--- config.mk ---
export PLATFORM = sky130hd
export DESIGN_NAME = ftg_out_queue
export DESIGN_NICKNAME = d
export VERILOG_FILES = /design/src/ftg_pkg.sv /design/src/ftg_out_queue.sv
export SDC_FILE = /design/constraint.sdc
export NUM_CORES = 1
export LEC_CHECK = 0
export BUFFER_PORTS_ARGS = -buffer_cell sky130_fd_sc_hd__buf_2
export CAP_MARGIN = 20
export CORE_ASPECT_RATIO = 0.7
export CORE_MARGIN = 4
export CORE_UTILIZATION = 40
export CTS_CLUSTER_SIZE = 28
export DETAILED_ROUTE_END_ITERATION = 16
export GPL_ROUTABILITY_DRIVEN = 1
export PLACE_DENSITY = 0.73
export SLEW_MARGIN = 20
export SYNTH_ARGS = -nofsm -noshare
export SYNTH_HDL_FRONTEND = slang
export SYNTH_SLANG_ARGS = --single-unit
--- constraint.sdc ---
create_clock -name i_clk -period 5.4 [get_ports i_clk]
set_input_delay 0.54 -clock i_clk [delete_from_list [all_inputs] [get_ports i_clk]]
set_output_delay 0.54 -clock i_clk [all_outputs]
set_load 0.01 [all_outputs]
--- src/ftg_pkg.sv ---
`timescale 1ns / 1ps
// ----------------------------------------------------------------------------
// ftg_pkg: shared constants of the four-tap GFSR generator
// Default sizes, tap lags, request codes and output queue sizing.
// ----------------------------------------------------------------------------
package ftg_pkg;

    localparam int unsigned DEF_RING_DEPTH  = 16384;
    localparam int unsigned DEF_WORD_BITS   = 32;

    localparam int unsigned LOAD_INDEX_BITS = 14;
    localparam int unsigned LOAD_VALUE_BITS = 32;
    localparam int unsigned OUT_BITS        = 32;

    localparam int unsigned NUM_TAPS = 4;
    localparam int unsigned TAP_LAGS [NUM_TAPS] = '{471, 1586, 6988, 9689};

    localparam logic REQ_LOAD = 1'b0;
    localparam logic REQ_GEN  = 1'b1;

    localparam int unsigned OUT_QUEUE_DEPTH = 3;
    localparam int unsigned QPTR_BITS       = $clog2(OUT_QUEUE_DEPTH);
    localparam int unsigned QCNT_BITS       = $clog2(OUT_QUEUE_DEPTH + 1);

endpackage

--- src/ftg_out_queue.sv ---
`timescale 1ns / 1ps
// ----------------------------------------------------------------------------
// ftg_out_queue: result queue
// Small FIFO that decouples the generator pipeline from output stalls.
// ----------------------------------------------------------------------------
module ftg_out_queue
    import ftg_pkg::*;
(
    input  logic                 i_clk,
    input  logic                 i_rst_n,
    input  logic                 i_push,
    input  logic [OUT_BITS-1:0]  i_data,
    input  logic                 i_stall,
    output logic                 o_valid,
    output logic [OUT_BITS-1:0]  o_data,
    output logic [QCNT_BITS-1:0] o_count
);

    logic [OUT_BITS-1:0]  r_mem [OUT_QUEUE_DEPTH];
    logic [QPTR_BITS-1:0] r_wr_ptr;
    logic [QPTR_BITS-1:0] r_rd_ptr;
    logic [QCNT_BITS-1:0] r_count;
    logic [QPTR_BITS-1:0] n_wr_ptr;
    logic [QPTR_BITS-1:0] n_rd_ptr;
    logic [QCNT_BITS-1:0] n_count;
    logic                 w_pop;

    assign o_valid = (r_count != '0);
    assign o_data  = r_mem[r_rd_ptr];
    assign o_count = r_count;
    assign w_pop   = o_valid & ~i_stall;

    always_comb begin
        n_wr_ptr = r_wr_ptr;
        n_rd_ptr = r_rd_ptr;
        n_count  = r_count;
        if (i_push) begin
            n_wr_ptr = (r_wr_ptr == QPTR_BITS'(OUT_QUEUE_DEPTH - 1)) ? '0
                                                                     : r_wr_ptr + 1'b1;
        end
        if (w_pop) begin
            n_rd_ptr = (r_rd_ptr == QPTR_BITS'(OUT_QUEUE_DEPTH - 1)) ? '0
                                                                     : r_rd_ptr + 1'b1;
        end
        if (i_push && !w_pop) begin
            n_count = r_count + 1'b1;
        end else if (!i_push && w_pop) begin
            n_count = r_count - 1'b1;
        end
    end

    always_ff @(posedge i_clk) begin
        if (!i_rst_n) begin
            r_wr_ptr <= '0;
            r_rd_ptr <= '0;
            r_count  <= '0;
        end else begin
            r_wr_ptr <= n_wr_ptr;
            r_rd_ptr <= n_rd_ptr;
            r_count  <= n_count;
        end
    end

    always_ff @(posedge i_clk) begin
        if (i_push) begin
            r_mem[r_wr_ptr] <= i_data;
        end
    end

endmodule

**Yosys cells after proc, flatten, opt, wreduce, memory -nomap -nowiden**

Memory sizes are Yosys's and may differ from the RTL's. A register that Yosys moved wholly into a read port is not among the register bits.
Cells that the tools add are included.

- Add/sub/neg operators: 4
- Multipliers: 0
- Divide/modulo/power cells: 0
- $lt $le $gt $ge: 0
- Equality and inequality tests: 2
- Shift-type cells: 0
- Mux-type cells: 8
- Bitwise operators: 2
- Reduce and logical (&&, ||, !) cells: 6

Operators by type and width:

| cell | count |
|---|---|
| $mux W2 | 6 |
| $add A2 B1 Y2 const B | 3 |
| $eq A2 B2 Y1 const B | 2 |
| $reduce_bool A2 Y1 | 2 |
| $logic_and A1 B1 Y1 | 2 |
| $logic_not A1 Y1 | 2 |
| $mux W1 | 2 |
| $sub A2 B1 Y2 const B | 1 |
| $and A1 B1 Y1 | 1 |
| $not A1 Y1 | 1 |

- Register bits: 6
- Latch bits: 0
- RAM bits: 96
- ROM bits: 0
- Input bits: 36
- Output and inout bits: 35
- Logic and storage cells: 26
- Memories: 1

Memory list:

| name | words | bits a word | read ports | clocked after Yosys merged registers in | wr ports | line | RTL |
|---|---|---|---|---|---|---|---|
| r_mem | 3 | 32 | 1 | 1 | 1 | ftg_out_queue.sv:19 | `logic [OUT_BITS-1:0] r_mem [OUT_QUEUE_DEPTH];` |

**Depth between registers and ports, before layout**

Gate-level depths: netlist (run 1).

- Depth after elaboration: 5
- Depth in mapped cells: 5

**Least setup slack after synthesis (run 1)**

Ideal clock, no wire load.

- Path kind: input-to-reg
- Start: in i_push
- End: mem r_mem[0][0], enable pin
- Data arrival time: 2961 ps
- Required time: 4930 ps
- Slack: 1968 ps
- Stages on the path: 1
- Cell sequence: nor3b_1

- Word-level cells in the longest chain between the ends: 2

RTL lines:

| element | line | RTL |
|---|---|---|
| from (decl) | ftg_out_queue.sv:11 | `input logic i_push,` |
| $mux W1 | ftg_out_queue.sv:65 | `if (i_push) begin` |
| $mux W1 (implied by the code) | ftg_out_queue.sv:66 | `r_mem[r_wr_ptr] <= i_data;` |
| to (decl) | ftg_out_queue.sv:19 |  |

No other way between the ends.

==> run_results.csv, run 1 <==
group,metric,value,unit
final_layout,area_delta_synth_final,19.42,%
final_layout,final_cell_mix,"edfxtp_1 (96), buf_2 (70), nand2_1 (36)",
worst_setup_path,crit_type,"reg -> out",
sta,skew,0.003976,ns
power_and_ir_drop,power_density,416.8,nW/um^2
sta,period_needed,2.496,ns
routing,drc,0,
clock_network,ctsRootBufferMaster,"clkbuf_16",
synth,yosys_warnings,0,
sta,finalSetupTns,0,ns
worst_setup_path,cp-start-kind,"flop",
placement,routabilityCongestion,0.7056,
sta,fmax,400.7,MHz
synth,syn_avg_cell_area,16.42,um^2
final_layout,drive_gt1_frac,0.2825,
routing,via_per_inst,4.796,
placement,numPortBuffers,70,
floorplanning,start_util,0.4187,
clock_network,clk_latency,0.34,ns
worst_setup_path,cp_data_arrival_time,1.96,ns
final_layout,fill_cells,785,
floorplanning,dieArea,11310,um^2
power_and_ir_drop,p_total,1.921,mW
worst_setup_path,worst-r2r-cell-count,2,
routing,ant_nets,0,
worst_setup_path,cp_data_required_time,4.86,ns
worst_setup_path,crit_family,"flip-flops",
clock_network,postCtsHoldBufs,0,
routing,wire_per_inst,15.68,um
placement,placed_area,4339,um^2
global_route,overflow,0,
worst_hold_path,hold_path_class,"in -> reg",
sta,hold_violations,0,
routing,vias,2072,
sta,rsz0062_at_grt,"no",
synth,syn_nets,272,
power_and_ir_drop,vdd_drop_max,0.2216,mV
final_layout,nets,343,
sta,fin_crit_sh,0.4622,
clock_network,clock_path_buffers,2,
floorplanning,die_y,90.18,um
global_route,antenna_found_initial,0,
worst_setup_path,critical_path.endpoint_type,"output pin",
floorplanning,ioPinCount,71,
global_route,use_met2,0.1896,
global_route,grt_busiest_layer,"met2",
synth,netlist_instances,235,
worst_setup_path,worstPathBufferInverterCount,1,
clock_network,clk_pin_slew,0.06,ns
worst_hold_path,hold-path-cell-count,1,
worst_setup_path,cp_max_fo,32,
final_layout,n_antenna_cell,0,
synth,ys_types,22,
final_layout,design_area,4608,um^2
synth,synth_area,3859,um^2
routing,routed_wl,6774,um
placement,hpwl,4318,um
worst_setup_path,cp_slowest_cell,"dfxtp_2",
power_and_ir_drop,p_leak,1.575,nW
floorplanning,rows,29,
global_route,met1_usage,0.1617,
clock_network,cts_tree,"done",
clock_network,ctsResizeCount,0,
sta,tightest_slew,1.027,ns
clock_network,postCtsSetupBuffers,0,
floorplanning,die_w,125.4,um
global_route,grt_max_degree,65,
clock_network,cts.sinks,104,
sta,maxSlewViolCount,0,
global_route,grt_usage,0.1258,
status,run_status,"finished clean",
global_route,met3_usage,0.05332,
job,maxCapViolCount,0,
synth,synth-seq-cells,104,
worst_setup_path,crit_chain,"mux2i_1 -> o21ai_1 -> buf_2",
clock_network,cts_buffers,9,
final_layout,layout_commonest_cell,"edfxtp_1",
worst_setup_path,cp_slowest_stage_delay,1.00,ns
routing,first_pass_iters,4,
global_route,grt_pass1_wl,10820,um
sta,setup_viol,0,
synth,seq_area_frac_synth,0.7886,
sta,maxSlewHeadroom,0.3154,
worst_setup_path,crit_cells,3,
clock_network,cts_max_level,3,
floorplanning,coreArea,9216,um^2
global_route,grt_pass1_vias,2080,
final_layout,utilization,0.5000,
routing,drtIter0Drc,148,
stage by stage:
stage,instances,setup slack [ns],hold WS (ns)
floorplan,235,1.968,0.4505
global placement,419,3.236,0.4563
detailed placement,419,3.217,0.4618
CTS,432,2.838,0.3904
global route,432,2.765,0.3911
finish,432,2.904,0.4008
area by class of cell:
type	instances	area, um^2	area share
Sequential cell	104	3048	0.6614
Multi-Input combinational cell	120	780.7	0.1694
Timing Repair Buffer	71	357.8	0.07765
Clock buffer	11	232.7	0.05050
Tap cell	124	155.1	0.03367
Clock inverter	2	33.78	0.007331
worst register-to-register path, cell delays in order (launching register included):
cell and delay (ns):
dfxtp_1 0.36, nor3b_2 0.69, buf_4 0.46
report_power, final:
part | internal (mW) | switching (mW) | leakage, nW
logic | 0.159 | 0.160 | 0.491
registers | 0.931 | 0.0738 | 0.955
clock network | 0.350 | 0.247 | 0.129
total | 1.44 | 0.481 | 1.57
registers in the layout (all words and copies together), names as in the netlist, named ones only:
signal and count:
o_count 2, r_mem 96, r_rd_ptr 2, r_wr_ptr 2
final timing paths:
check / slack, ns / endpoint / startpoint
worst max-delay path: 2.90 / o_data[18] / flop
worst max register to register: 3.55 / r_mem[0][11] / r_wr_ptr[1]
worst min register to register: 0.47 / flop / r_rd_ptr[1]
worst min-delay path: 0.40 / r_mem[1][10] / i_data[10]
logic make-up (layout without fill, tap and decap cells):
| group | count (synthesis) | after routing | share of synthesized area |
|---|---|---|---|
| mux | 32 | 32 | 0.08301 |
| simple gates | 46 | 46 | 0.05091 |
| compound gates | 39 | 39 | 0.05544 |
| flops | 104 | 104 | 0.7886 |
| fa+ha+maj | 1 | 1 | 0.003242 |
| buf+inv | 11 | 84 | 0.01427 |
| xor+xnor | 2 | 2 | 0.004540 |
metal layers:
metal / wire length [um] / vias to the layer above
li1: - / 1016
met1: 3036 / 978
met2: 3122 / 67
met3: 499 / 11
met4: 115 / 0
met5: 0 / -
cells in the mapped netlist:
cell	count	area, um^2
or3b_1	1	8.760
a21boi_1	3	22.52
clkbuf_1	6	22.52
nand2_1	36	135.1
nor3b_1	1	7.510
o21ai_0	1	5.000
buf_2	2	10.01
buf_4	3	22.52
or3_1	2	12.51
o21bai_2	1	11.26
mux2i_1	32	320.3
xnor2_1	1	8.760
or2_1	1	6.260
ha_1	1	12.51
dfxtp_1	8	160.2
o21ai_1	32	160.2
xor2_1	1	8.760
nor2b_1	2	12.51
o21a_1	2	15.01
edfxtp_1	96	2883
nor2_1	2	7.510
and2_1	1	6.260
Power figures use the tool's default switching activity.
==> inputs of run 2 (changes only) <==
==> constraint.sdc (replaced) <==
create_clock -name i_clk -period 2.3 [get_ports i_clk]
set_input_delay 0.23 -clock i_clk [delete_from_list [all_inputs] [get_ports i_clk]]
set_output_delay 0.23 -clock i_clk [all_outputs]
set_load 0.01 [all_outputs]
==> run_results.csv, run 2 (same netlist as run 1, synthesis figures left out) <==
group,metric,value,unit
final_layout,regMostFlops,"r_mem",
global_route,overflow,0,
worst_setup_path,cp_max_fo,20,
routing,wl_met3,443,um
clock_network,cts.sinks,104,
clock_network,ctsRootBufferMaster,"clkbuf_16",
final_layout,area_delta_synth_final,20.91,%
global_route,grt_pass1_vias,2046,
final_layout,drive_gt1_frac,0.3016,
power_and_ir_drop,comb_power_share,0.192,
sta,fin_crit_sh,0.8342,
power_and_ir_drop,p_leak,1.595,nW
global_route,grt_max_degree,53,
clock_network,postCtsSetupBuffers,0,
floorplanning,die_w,125.4,um
routing,vias,2063,
sta,hold_violations,0,
placement,routabilityCongestion,0.7528,
sta,maxSlewHeadroom,0.7011,
sta,finalSetupTns,0,ns
final_layout,n_antenna_cell,0,
placement,dp.cells,423,
worst_setup_path,cp_data_required_time,2.07,ns
final_layout,fin_cells,439,
routing,first_pass_iters,4,
routing,wl_met1,3240,um
power_and_ir_drop,power_density,960.2,nW/um^2
routing,ant_nets,0,
clock_network,clk_pin_slew,0.06,ns
worst_setup_path,cp-start-kind,"flop",
worst_setup_path,cp_slowest_cell,"dfxtp_2",
worst_hold_path,hold_path_class,"in -> reg",
floorplanning,die_y,90.18,um
floorplanning,ioPinCount,71,
worst_setup_path,crit_chain,"buf_12 -> mux2i_1 -> o21ai_1 -> buf_2",
floorplanning,coreArea,9216,um^2
placement,hpwl,4289,um
routing,wl_met2,2901,um
power_and_ir_drop,switchingPower,1.173,mW
sta,maxSlewViolCount,0,
power_and_ir_drop,p_total,4.480,mW
final_layout,layout_commonest_cell,"edfxtp_1",
clock_network,ctsResizeCount,0,
clock_network,cts_buffers,9,
final_layout,nets,347,
sta,setup_viol,0,
final_layout,utilization,0.5062,
sta,setup_ws,0.3812,ns
sta,skew,0.004452,ns
power_and_ir_drop,intPower,3.307,mW
clock_network,cts_max_level,3,
routing,drc,0,
routing,drtIter0Drc,135,
global_route,grt_pass1_wl,10640,um
final_layout,final_cell_mix,"edfxtp_1 (96), buf_2 (70), nand2_1 (36)",
power_and_ir_drop,vdd_drop_max,0.4620,mV
clock_network,clk_latency,0.34,ns
final_layout,largest_reg_flops,96,
floorplanning,rows,29,
sta,tightest_slew,0.4484,ns
job,maxCapViolCount,0,
global_route,antenna_found_initial,1,
worst_setup_path,crit_type,"reg -> out",
worst_setup_path,cp_slowest_stage_delay,0.60,ns
power_and_ir_drop,pwr-share-seq,0.509,
routing,routed_wl,6679,um
worst_setup_path,critical_path.endpoint_type,"output pin",
sta,fmax,521.2,MHz
global_route,grt_usage,0.1237,
sta,rsz0062_at_grt,"no",
final_layout,fill_cells,797,
power_and_ir_drop,power.share.switching,0.2617,
status,run_status,"finished clean",
routing,via_per_inst,4.699,
clock_network,clock_path_buffers,2,
clock_network,cts_tree,"done",
floorplanning,dieArea,11310,um^2
placement,numPortBuffers,70,
clock_network,postCtsHoldBufs,0,
routing,top_layer,"met5",
sta,period_needed,1.919,ns
placement,pre_cts_ws,0.7344,ns
power_and_ir_drop,clkPwrFrac,0.299,
routing,wire_per_inst,15.21,um
floorplanning,start_util,0.4187,
worst_setup_path,cp_data_arrival_time,1.69,ns
## run 2: final timing paths
path              slack (ns)         from            to  depth (start not counted)
setup / recovery        0.38         flop     o_data[4]                          4
setup reg to reg        0.74  r_wr_ptr[1]  r_mem[2][14]                          3
hold reg to reg         0.48  r_rd_ptr[1]          flop                          2
hold / removal          0.09   i_data[19]  r_mem[0][19]                          1
## run 2: final cells by class
class	count	area [um^2]	share of cell area
clock inverters	6	36.28	0.007777
clock buffers	10	229.0	0.04907
well taps	124	155.1	0.03325
multi-input cells	120	787.0	0.1687
repair buffers	75	412.9	0.08850
flip-flops and latches	104	3045	0.6527
## run 2: power groups by stage
stage                     logic, mW  clock network [mW]  registers [mW]
after detailed placement      0.876                   0            2.32
after CTS                     0.879                1.38            2.28
after floorplan               0.568                   0            2.27
final                         0.860                1.34            2.28
after global placement        0.860                   0            2.32
after global routing          0.952                1.46            2.30
## run 2: worst max-delay path: cells and delay by family, from the launching register on
kind,cells,cell delay [ns]
compound gates,1,0.11
buf+inv,2,0.42
flops,1,0.60
mux,1,0.21
## run 2: routing by layer
layer  up-vias  GRT usage
met3        11    0.05391
li1       1024          -
met4         2    0.03791
met1       968     0.1684
met5         -          0
met2        58     0.1798
## run 2: metrics by stage
| step | hold WS, ns | area (um^2) |
|---|---|---|
| after global placement | 0.4313 | 4400 |
| after floorplan | 0.3289 | 3864 |
| after CTS | 0.06871 | 4666 |
| after global routing | 0.08031 | 4666 |
| after detailed placement | 0.4337 | 4400 |
| final | 0.08848 | 4666 |
